`src/rtl/core/assert_macros.svh`:
```
`ifndef ASSERT_MACROS_SVH
`define ASSERT_MACROS_SVH

// Check a condition at every clock edge outside reset.
`define SWMF_ASSERT_ALWAYS(lbl, cond) \
  lbl: assert property (@(posedge clk) disable iff (!rst_n) (cond)) \
    else $error("invariant violated");

// Check a consequence in the same cycle as its trigger.
`define SWMF_ASSERT_IMPL(lbl, ante, cons) \
  lbl: assert property (@(posedge clk) disable iff (!rst_n) (ante) |-> (cons)) \
    else $error("same-cycle implication violated");

// Check a consequence in the cycle after its trigger.
`define SWMF_ASSERT_NEXT(lbl, ante, cons) \
  lbl: assert property (@(posedge clk) disable iff (!rst_n) (ante) |=> (cons)) \
    else $error("next-cycle implication violated");

`endif

```
`src/rtl/core/swmf_pkg.sv`:
```
`default_nettype none

package swmf_pkg;

  // Where a cell's entry goes on the next accepted beat.
  typedef struct packed {
    logic dn;  // moves to the neighbor below
    logic up;  // moves to the neighbor above
  } swmf_move_t;

endpackage

`default_nettype wire

```
`src/rtl/core/swmf_cell.sv`:
```
`default_nettype none

module swmf_cell #(
  parameter int WINDOW      = 64,
  parameter int SAMPLE_BITS = 16,
  parameter int INDEX       = 0,
  localparam int AGE_BITS   = (WINDOW > 1) ? $clog2(WINDOW) : 1
) (
  input  wire logic                          clk,
  input  wire logic                          rst_n,
  input  wire logic                          adv,
  input  wire logic signed [SAMPLE_BITS-1:0] new_val,
  input  wire logic signed [SAMPLE_BITS-1:0] old_val,
  input  wire logic signed [SAMPLE_BITS-1:0] lo_val,
  input  wire logic        [AGE_BITS-1:0]    lo_age,
  input  wire swmf_pkg::swmf_move_t          lo_move,
  input  wire logic signed [SAMPLE_BITS-1:0] hi_val,
  input  wire logic        [AGE_BITS-1:0]    hi_age,
  input  wire swmf_pkg::swmf_move_t          hi_move,
  output logic signed      [SAMPLE_BITS-1:0] val_o,
  output logic             [AGE_BITS-1:0]    age_o,
  output swmf_pkg::swmf_move_t               move_o,
  output logic                               old_o,
  output logic                               next_old_o
);

  import swmf_pkg::*;

  localparam logic [AGE_BITS-1:0] AGE_OLD = AGE_BITS'(WINDOW - 1);
  localparam logic [AGE_BITS-1:0] AGE_ONE = AGE_BITS'(1);

  logic signed [SAMPLE_BITS-1:0] val_r, val_nxt;
  logic        [AGE_BITS-1:0]    age_r, age_nxt;
  logic is_old, old_below, new_below, stay;

  // Entries are ordered by (value, age); the evicted entry is the oldest,
  // so an equal value never counts as below; the new one is the youngest.
  assign is_old    = (age_r == AGE_OLD);
  assign old_below = (old_val < val_r);
  assign new_below = (new_val <= val_r);
  assign stay      = !is_old && (old_below == new_below);

  assign move_o.dn = !is_old && old_below && !new_below;
  assign move_o.up = !is_old && !old_below && new_below;

  always_comb begin
    if (hi_move.dn) begin
      val_nxt = hi_val;
      age_nxt = hi_age + AGE_ONE;
    end else if (lo_move.up) begin
      val_nxt = lo_val;
      age_nxt = lo_age + AGE_ONE;
    end else if (stay) begin
      val_nxt = val_r;
      age_nxt = age_r + AGE_ONE;
    end else begin
      val_nxt = new_val;
      age_nxt = '0;
    end
  end

  always_ff @(posedge clk) begin
    if (!rst_n) begin
      val_r <= '0;
      age_r <= AGE_BITS'(INDEX);
    end else if (adv) begin
      val_r <= val_nxt;
      age_r <= age_nxt;
    end
  end

  assign val_o      = val_r;
  assign age_o      = age_r;
  assign old_o      = is_old;
  assign next_old_o = (WINDOW > 1) && (age_r == AGE_BITS'(WINDOW - 2));

endmodule

`default_nettype wire

```
`config.mk`:
```
export PLATFORM = sky130hd
export DESIGN_NAME = swmf_cell
export DESIGN_NICKNAME = d
export VERILOG_FILES = /design/src/rtl/core/assert_macros.svh /design/src/rtl/core/swmf_pkg.sv /design/src/rtl/core/swmf_cell.sv
export SDC_FILE = /design/constraint.sdc
export NUM_CORES = 1
export LEC_CHECK = 0
export BUFFER_PORTS_ARGS = -buffer_cell sky130_fd_sc_hd__clkbuf_2
export CORE_MARGIN = 1
export CORE_UTILIZATION = 53
export CTS_BUF_LIST = sky130_fd_sc_hd__clkbuf_8
export DETAILED_ROUTE_END_ITERATION = 16
export PLACE_DENSITY = 0.89
export SLEW_MARGIN = 30
export SYNTH_ARGS = -nofsm -noshare
export SYNTH_HDL_FRONTEND = slang
export SYNTH_SLANG_ARGS = --single-unit
```
`constraint.sdc`:
```
create_clock -name clk -period 4 [get_ports clk]
set_input_delay 0.4 -clock clk [delete_from_list [all_inputs] [get_ports clk]]
set_output_delay 0.4 -clock clk [all_outputs]
set_load 0.05 [all_outputs]
```
**After elaboration in Yosys (flattened, before gate mapping)**

Cells that the tools add are included.

- Add/subtract/negate cells: 3
- $lt $le $gt $ge: 2
- Equal/unequal tests: 4
- Multiplexer cells: 6
- Reductions and logical operators: 9

Operator list:

| operator | number |
|---|---|
| $mux W16 | 3 |
| $add A6 B1 Y6 const B | 3 |
| $mux W6 | 3 |
| $le A16 B16 Y1 | 1 |
| $lt A16 B16 Y1 | 1 |
| $eq A6 B6 Y1 const B | 2 |
| $logic_and A1 B1 Y1 | 5 |
| $logic_not A1 Y1 | 3 |
| $ne A3 B3 Y1 const B | 1 |
| $reduce_and A2 Y1 | 1 |
| $eq A1 B1 Y1 | 1 |

- Register bits: 22
- Input bits: 83
- Output and inout port bits: 26

**Longest topological paths before layout**

Gate-level depths: netlist of the first run.

- Word-level depth: 6
- Mapped depth: 11
- Mapped depth without buffers: 9

**Worst setup path after synthesis of the first run**

OpenSTA, ideal clock, no wires.

- Path type: flip-flop to output port
- From: register val_r[1], in the netlist val_o[1]
- To: output move_o[1] (netlist bit)
- Arrival: 2.780 ns
- Setup slack: 0.820 ns
- Cell stages (with the launch flop): 9
- Cells stage by stage: dfxtp_1 inv_1 ha_1 nor2b_1 o211ai_1 a2111o_1 a31o_1 a22o_4 nor2_1

RTL lines:

| element | line | source |
|---|---|---|
| from (decl) | swmf_cell.sv:32 | `logic signed [SAMPLE_BITS-1:0] val_r, val_nxt;` |
| from (signal assigned) | swmf_cell.sv:67 | `val_r <= val_nxt;` |
| to (decl) | swmf_cell.sv:22 | `output swmf_pkg::swmf_move_t move_o,` |

**Worst setup path in the final report of the first run**

- From: register val_r[2], in the netlist val_o[2]
- To: register val_r[4], in the netlist val_o[4]

- Word-level cells in the longest chain between the ends: 5
- Elaborated cells between the ends (all ways): 6

RTL lines:

| element | line | source |
|---|---|---|
| $lt A16 B16 Y1 or $le A16 B16 Y1 (tied branches) | swmf_cell.sv:39, swmf_cell.sv:40 |  |
| $eq A1 B1 Y1 * | swmf_cell.sv:41 | `assign stay = !is_old && (old_below == new_below);` |
| $logic_and A1 B1 Y1 * | swmf_cell.sv:41 |  |
| $ne A3 B3 Y1 (no source line) * | -- |  |
| $reduce_and A2 Y1 (no source line) * | -- |  |

Every way passes the cells marked *; elsewhere a longest branch is shown, timed or not.
A chain may end at the register's enable or synchronous reset.

==> results.toml, run 1 <==
[outcome]
outcome = "finished clean"

[detailed_routing]
drt-total-wl_microns = 6140
drtIter0Drc = 142
first_pass_iters = 4
ant_nets = 0
drc = 0
viasPerCell = 5.65
route.vias.total = 2475
post_drt_wl_per_cell_microns = 14.0

[timing]
skew_ns = 0.00472
tightest_slew_ns = 0.791
post-route-period-util_pct = 77.4
fmax_ghz = 0.323
maxSlewHeadroom_pct = 47.2
setup_viol = 0
fin_crit_ns = 3.10
rsz0062_at_grt = "false"
final-hold-violation-count = 0
final_max_slew_viol_count = 0
fin_setup_tns_ns = 0

[setup_path]
crit_chain = "inv_1 -> ha_1 -> a21o_1 -> a31oi_1 -> o211ai_1 -> a221o_2 -> nand4_1 -> a41o_1 -> buf_4 -> mux2i_1"
required_ns = 4.19
cp-end-kind = "register"
r2r_setup_slack_ns = 0.90
rr_worst_depth = 10
worstPathArrival_ns = 3.29
cp_max_fo = 10
critPathLaunchType = "register"
worstSetupPathType = "reg2reg"
reg2reg_from = "val_o[2]"
crit_slowest_cell = "a41o_1"
rr_endpoint = "val_o[4]"
slowest_delay_ns = 0.49

[logic_synthesis]
syn_inst = 288
ys_ff_latch = 22
yosys.area.top_type = "dfxtp_1"
synth.top_cell.area_share_pct = 18.3
yosysUniqueCellTypes = 47
ys.flop_type = "dfxtp_1"
synthArstFlopShare_pct = 0
yosysWarnings = 0
synth_edf_count = 0
synth_area_sq_um = 2410
synth_top_cells_by_area = "dfxtp_1 18%, ha_1 18%, mux2i_1 13%"
yosysSeqAreaShare_pct = 18.3
ys_top_cells_by_count = "45 x nand2_1, 35 x ha_1, 32 x mux2i_1"
yosysMostFrequentCell = "nand2_1"
syn_avg_cell_area_sq_um = 8.36
syn-num-nets = 406

[floorplan]
rows = 24
num_io_pins = 109
core_area_sq_um = 4350
dieHeight_microns = 69.4
die_area_sq_um = 4820
initial_core_util_pct = 55.3
die_x_microns = 69.4

[hold_path]
hp-class = "in2reg"
min_to = "val_o[9]"
hp-start = "hi_val[9]"
holdPathStages = 3

[place]
port_buffers = 106
place_congestion = 0.879
dpl_cell_area_sq_um = 2870
dp_hpwl_microns = 4820

[clocking]
ctsHtreeMaxLevel = 1
numCtsBuffers = 3
post-cts-setup-buffers = 0
clk_pin_slew_ns = 0.09
worstSkewPairLatency_ns = 0.27
ctsHoldBuffers = 0
clock_sinks = 22
cts_root_buf = "clkbuf_8"
cts_tree = "yes"
clock_path_buffers = 2
cts_resized = 0

[final_layout]
final_area_sq_um = 2920
drive_gt1_share_pct = 30.8
n_fill_cell = 359
nets = 505
diodes = 0
area_growth_pct = 21.2

[grt]
grtUsageMet3_pct = 4.07
grt-ovfl-total = 0
grt_pass1_wl_microns = 10200
met1_usage_pct = 32.5
antenna_found_initial = 0
grt_use_total_pct = 25.8
globalRoute.busiestLayer = "met2"
grt_pass1_vias = 2354
grt_max_degree = 39
use_met2_pct = 44.1

[power]
cellPowerDensity_nw_per_um2 = 281
totalPowerFinal_uw = 821
p_leak_uw = 0.00147
irDropWorstVdd_mv = 0.167

[run]
drv_cap = 0
per-layer routing:
layer	vias to the layer above	share of wire (%)
met5	-	0
met4	0	1.2
met3	9	7.0
met2	96	48
met1	1122	44
li1	1248	-
power by group:
part | internal [uW] | switching (uW)
clock network | 88.0 | 79.3
registers | 240 | 19.9
logic | 146 | 249
sequential cells by signal, summed over array words and instances (netlist names):
name and count:
val_o 16, age_o 6
cells in the final DEF (no fill, tap or decap), types with 2 or more instances in the layout:
cell type	count
o211ai_1	21
and3_1	2
mux2i_1	32
clkbuf_8	4
nand4_1	8
a21oi_1	12
dfxtp_1	22
o21ai_0	6
nand3_1	9
nand3b_1	2
ha_1	35
a31oi_1	5
inv_1	21
a21boi_1	2
xnor2_1	9
o221ai_1	2
buf_4	2
nand4b_1	3
nand4_2	2
nand2b_1	3
nand2_1	45
a21o_1	3
nor2_1	11
clkbuf_2	106
cell families after synthesis:
kind of cell             Yosys count  synth area share [%]
buffers and inverters             36                  9.82
AO/OA/AOI/OAI                     63                  18.6
flip-flops                        22                  18.3
adder cells (fa/ha/maj)           35                  18.2
AND/OR/NAND/NOR                   90                  18.1
multiplexers                      32                  13.3
XOR/XNOR                          10                  3.64
how the worst max path moves through the flow:
stage                           from  cells after the start         to
final                       val_o[2]                     10   val_o[4]
after global routing        val_o[2]                     10   val_o[5]
after CTS                   val_o[2]                     10   val_o[1]
after detailed placement  old_val[2]                     10   val_o[1]
after global placement    old_val[2]                     10   val_o[6]
after floorplan             val_o[1]                      8  move_o[1]
per-stage QoR:
stage / setup slack [ns] / util (%) / cells / hold slack [ns]
6_report: 0.905 / 67.1 / 438 / 0.421
5_1_grt: 0.730 / 67.1 / 438 / 0.431
2_1_floorplan: 0.820 / - / 288 / 0.604
3_3_place_gp: 0.908 / 65.8 / 434 / 0.459
4_1_cts: 0.916 / 67.1 / 438 / 0.425
3_5_place_dp: 0.856 / 65.8 / 434 / 0.474
worst max-delay path, delay by kind of cell, from the launching register on:
family	cells	cell delay, ns
AO/OA/AOI/OAI	5	1.47
adder cells (fa/ha/maj)	1	0.29
buffers and inverters	2	0.38
flip-flops	1	0.36
multiplexers	1	0.22
AND/OR/NAND/NOR	1	0.30
cell type report:
| class | instances | area [sq um] | share of cell area [%] |
|---|---|---|---|
| Multi-Input combinational cell | 230 | 1730 | 59.3 |
| Timing Repair Buffer | 108 | 546 | 18.7 |
| Sequential cell | 22 | 440 | 15.1 |
| Inverter | 22 | 82.6 | 2.83 |
| Tap cell | 52 | 65.1 | 2.23 |
| Clock buffer | 4 | 55.1 | 1.89 |
Power figures use the tool's default switching activity.
==> run 2, diff against run 1 <==
CORE_UTILIZATION = 49   (was 53)
PLACE_DENSITY = 0.83   (was 0.89)
clock period = 3.1 ns   (was 4 ns; I/O delays follow)
==> run 2 against run 1 <==
Non-clock buffer count is 3 higher. Design area is 1.4% higher. The flow now finishes with violations (design-rule violations). Combinational power is 32% higher. Largest power group unchanged.
==> results.toml, run 2 (synthesis gave the netlist of run 1 again) <==
[outcome]
outcome = "complete, but fails checks"
violations = "design-rule violations"

[final_layout]
n_fill_cell = 420
nets = 508
final_common_cell = "clkbuf_2"
diodes = 0
seq_area_sq_um = 440
area_growth_pct = 23.0
drive_gt1_share_pct = 31.4
final_cell_mix = "105 x clkbuf_2, 45 x nand2_1, 35 x ha_1"
multi_input_area_sq_um = 1730
largest_reg_flops = 16

[timing]
final_max_slew_viol_count = 0
skew_ns = 0.00816
tightest_slew_ns = 0.741
post-route-period-util_pct = 95.1
maxSlewHeadroom_pct = 50.6
fin_crit_ns = 2.95
fmax_ghz = 0.339
setup_viol = 0
finalWorstSetupSlack_ns = 0.152
final-hold-violation-count = 0

[detailed_routing]
drt-total-wl_microns = 6020
drtIter0Drc = 122
post_drt_wl_per_cell_microns = 13.2
first_pass_iters = 10
wl_met1_microns = 2710
viasPerCell = 5.38
top_layer = "met4"
wl_met2_microns = 2900
route.vias.total = 2452
ant_nets = 0
drc = 2
wl_met3_microns = 352

[setup_path]
path_depth = 9
cp-end-kind = "output port"
critPathLaunchType = "register"
cp.buffers_inverters = 2
cp_top_family = "compound AO/OA/AOI/OAI gates"
reg2reg_from = "val_o[2]"
worstPathArrival_ns = 2.64
rr_endpoint = "val_o[0]"
worstSetupPathType = "reg2out"
crit_chain = "inv_1 -> ha_1 -> a21o_1 -> a31oi_1 -> o211ai_1 -> a221o_2 -> a22o_4 -> nor2_1 -> buf_2"
required_ns = 2.79
slowest_delay_ns = 0.43
cp_max_fo = 8
r2r_setup_slack_ns = 0.39
critPathLaunch = "val_o[2]"
crit_slowest_cell = "a221o_2"
rr_worst_depth = 10

[place]
place_congestion = 0.850
dp_slack_ns = 0.284
port_buffers = 106
dp_hpwl_microns = 4820

[floorplan]
core_area_sq_um = 4720
dieHeight_microns = 72.1
num_io_pins = 109
die_x_microns = 72.1
die_area_sq_um = 5200
initial_core_util_pct = 51.0
rows = 25

[clocking]
clock_path_buffers = 2
clk_pin_slew_ns = 0.09
worstSkewPairLatency_ns = 0.27
clock_sinks = 22
numCtsBuffers = 3
ctsHtreeMaxLevel = 1
cts_root_buf = "clkbuf_8"
ctsHoldBuffers = 0
cts_tree = "yes"

[grt]
grt_max_degree = 39
grt-ovfl-total = 0
grt_pass1_wl_microns = 9740
grt_pass1_vias = 2227
grt_use_total_pct = 23.2
antenna_found_initial = 0

[power]
p_sw_uw = 450
cellPowerDensity_nw_per_um2 = 361
pwr-share-clk_pct = 20.2
irDropWorstVdd_mv = 0.222
p_comb_share_pct = 48.6
internal-power_uw = 620
p_leak_uw = 0.00149
swShare_pct = 42.0
p_seq_share_pct = 31.3
totalPowerFinal_uw = 1070

[hold_path]
hp-class = "in2reg"
hp-start = "hi_val[11]"
min_to = "val_o[11]"
holdPathStages = 3

[run]
drv_cap = 0
run 2: cell types whose count changed in the layout (fill, tap and decap cells not counted):
cell | before | now
buf_4 | 2 | 5
buf_2 | 0 | 1
clkbuf_2 | 106 | 105
run 2: how the worst max path moves through the flow:
stage	to	slack, ns
after global placement	val_o[15]	0.43
after floorplan	move_o[1]	0.01
after detailed placement	val_o[12]	0.28
after global routing	move_o[0]	-0.001
after CTS	move_o[0]	0.07
final	move_o[1]	0.15
run 2: power by group through the flow:
stage / logic [uW] / registers [uW] / clock network (uW)
final: 520 / 335 / 216
after global routing: 572 / 339 / 234
after CTS: 511 / 334 / 217
after detailed placement: 507 / 341 / 0
after global placement: 492 / 340 / 0
after floorplan: 285 / 429 / 0
run 2: tightest hold or removal path: cells and delay by family:
family	cells	cell delay [ns]
buffers and inverters	1	0.07
AOI/OAI and AO/OA	1	0.07
muxes	1	0.11
run 2: area by class of cell:
cell class                 instances  area share [%]
sequential                        22            14.9
inverter                          22            2.79
tap                               67            2.83
multi-input combinational        230            58.5
clock buffer                       4            1.86
timing repair buffer             111            19.2
run 2: metrics by stage:
| stage | cells | utilization, % | TNS (ns) | instance area [sq um] | hold slack (ns) |
|---|---|---|---|---|---|
| finish | 456 | 62.7 | 0 | 2960 | 0.329 |
| global route | 456 | 62.7 | -0.00137 | 2960 | 0.341 |
| global placement | 450 | 61.2 | 0 | 2890 | 0.460 |
| detailed placement | 450 | 61.2 | 0 | 2890 | 0.470 |
| CTS | 454 | 62.4 | 0 | 2950 | 0.331 |
| floorplan | 288 | - | 0 | 2410 | 0.514 |
run 2: layer usage:
| metal | GRT usage, % | vias up |
|---|---|---|
| li1 | - | 1257 |
| met1 | 28.5 | 1099 |
| met2 | 42.4 | 90 |
| met3 | 3.47 | 6 |
| met4 | 5.23 | 0 |
| met5 | 0 | - |
run 2: repair_timing:
item	CTS	global route
resized for setup	0	1
setup buffers	0	2
endpoints found under the setup margin	0	2
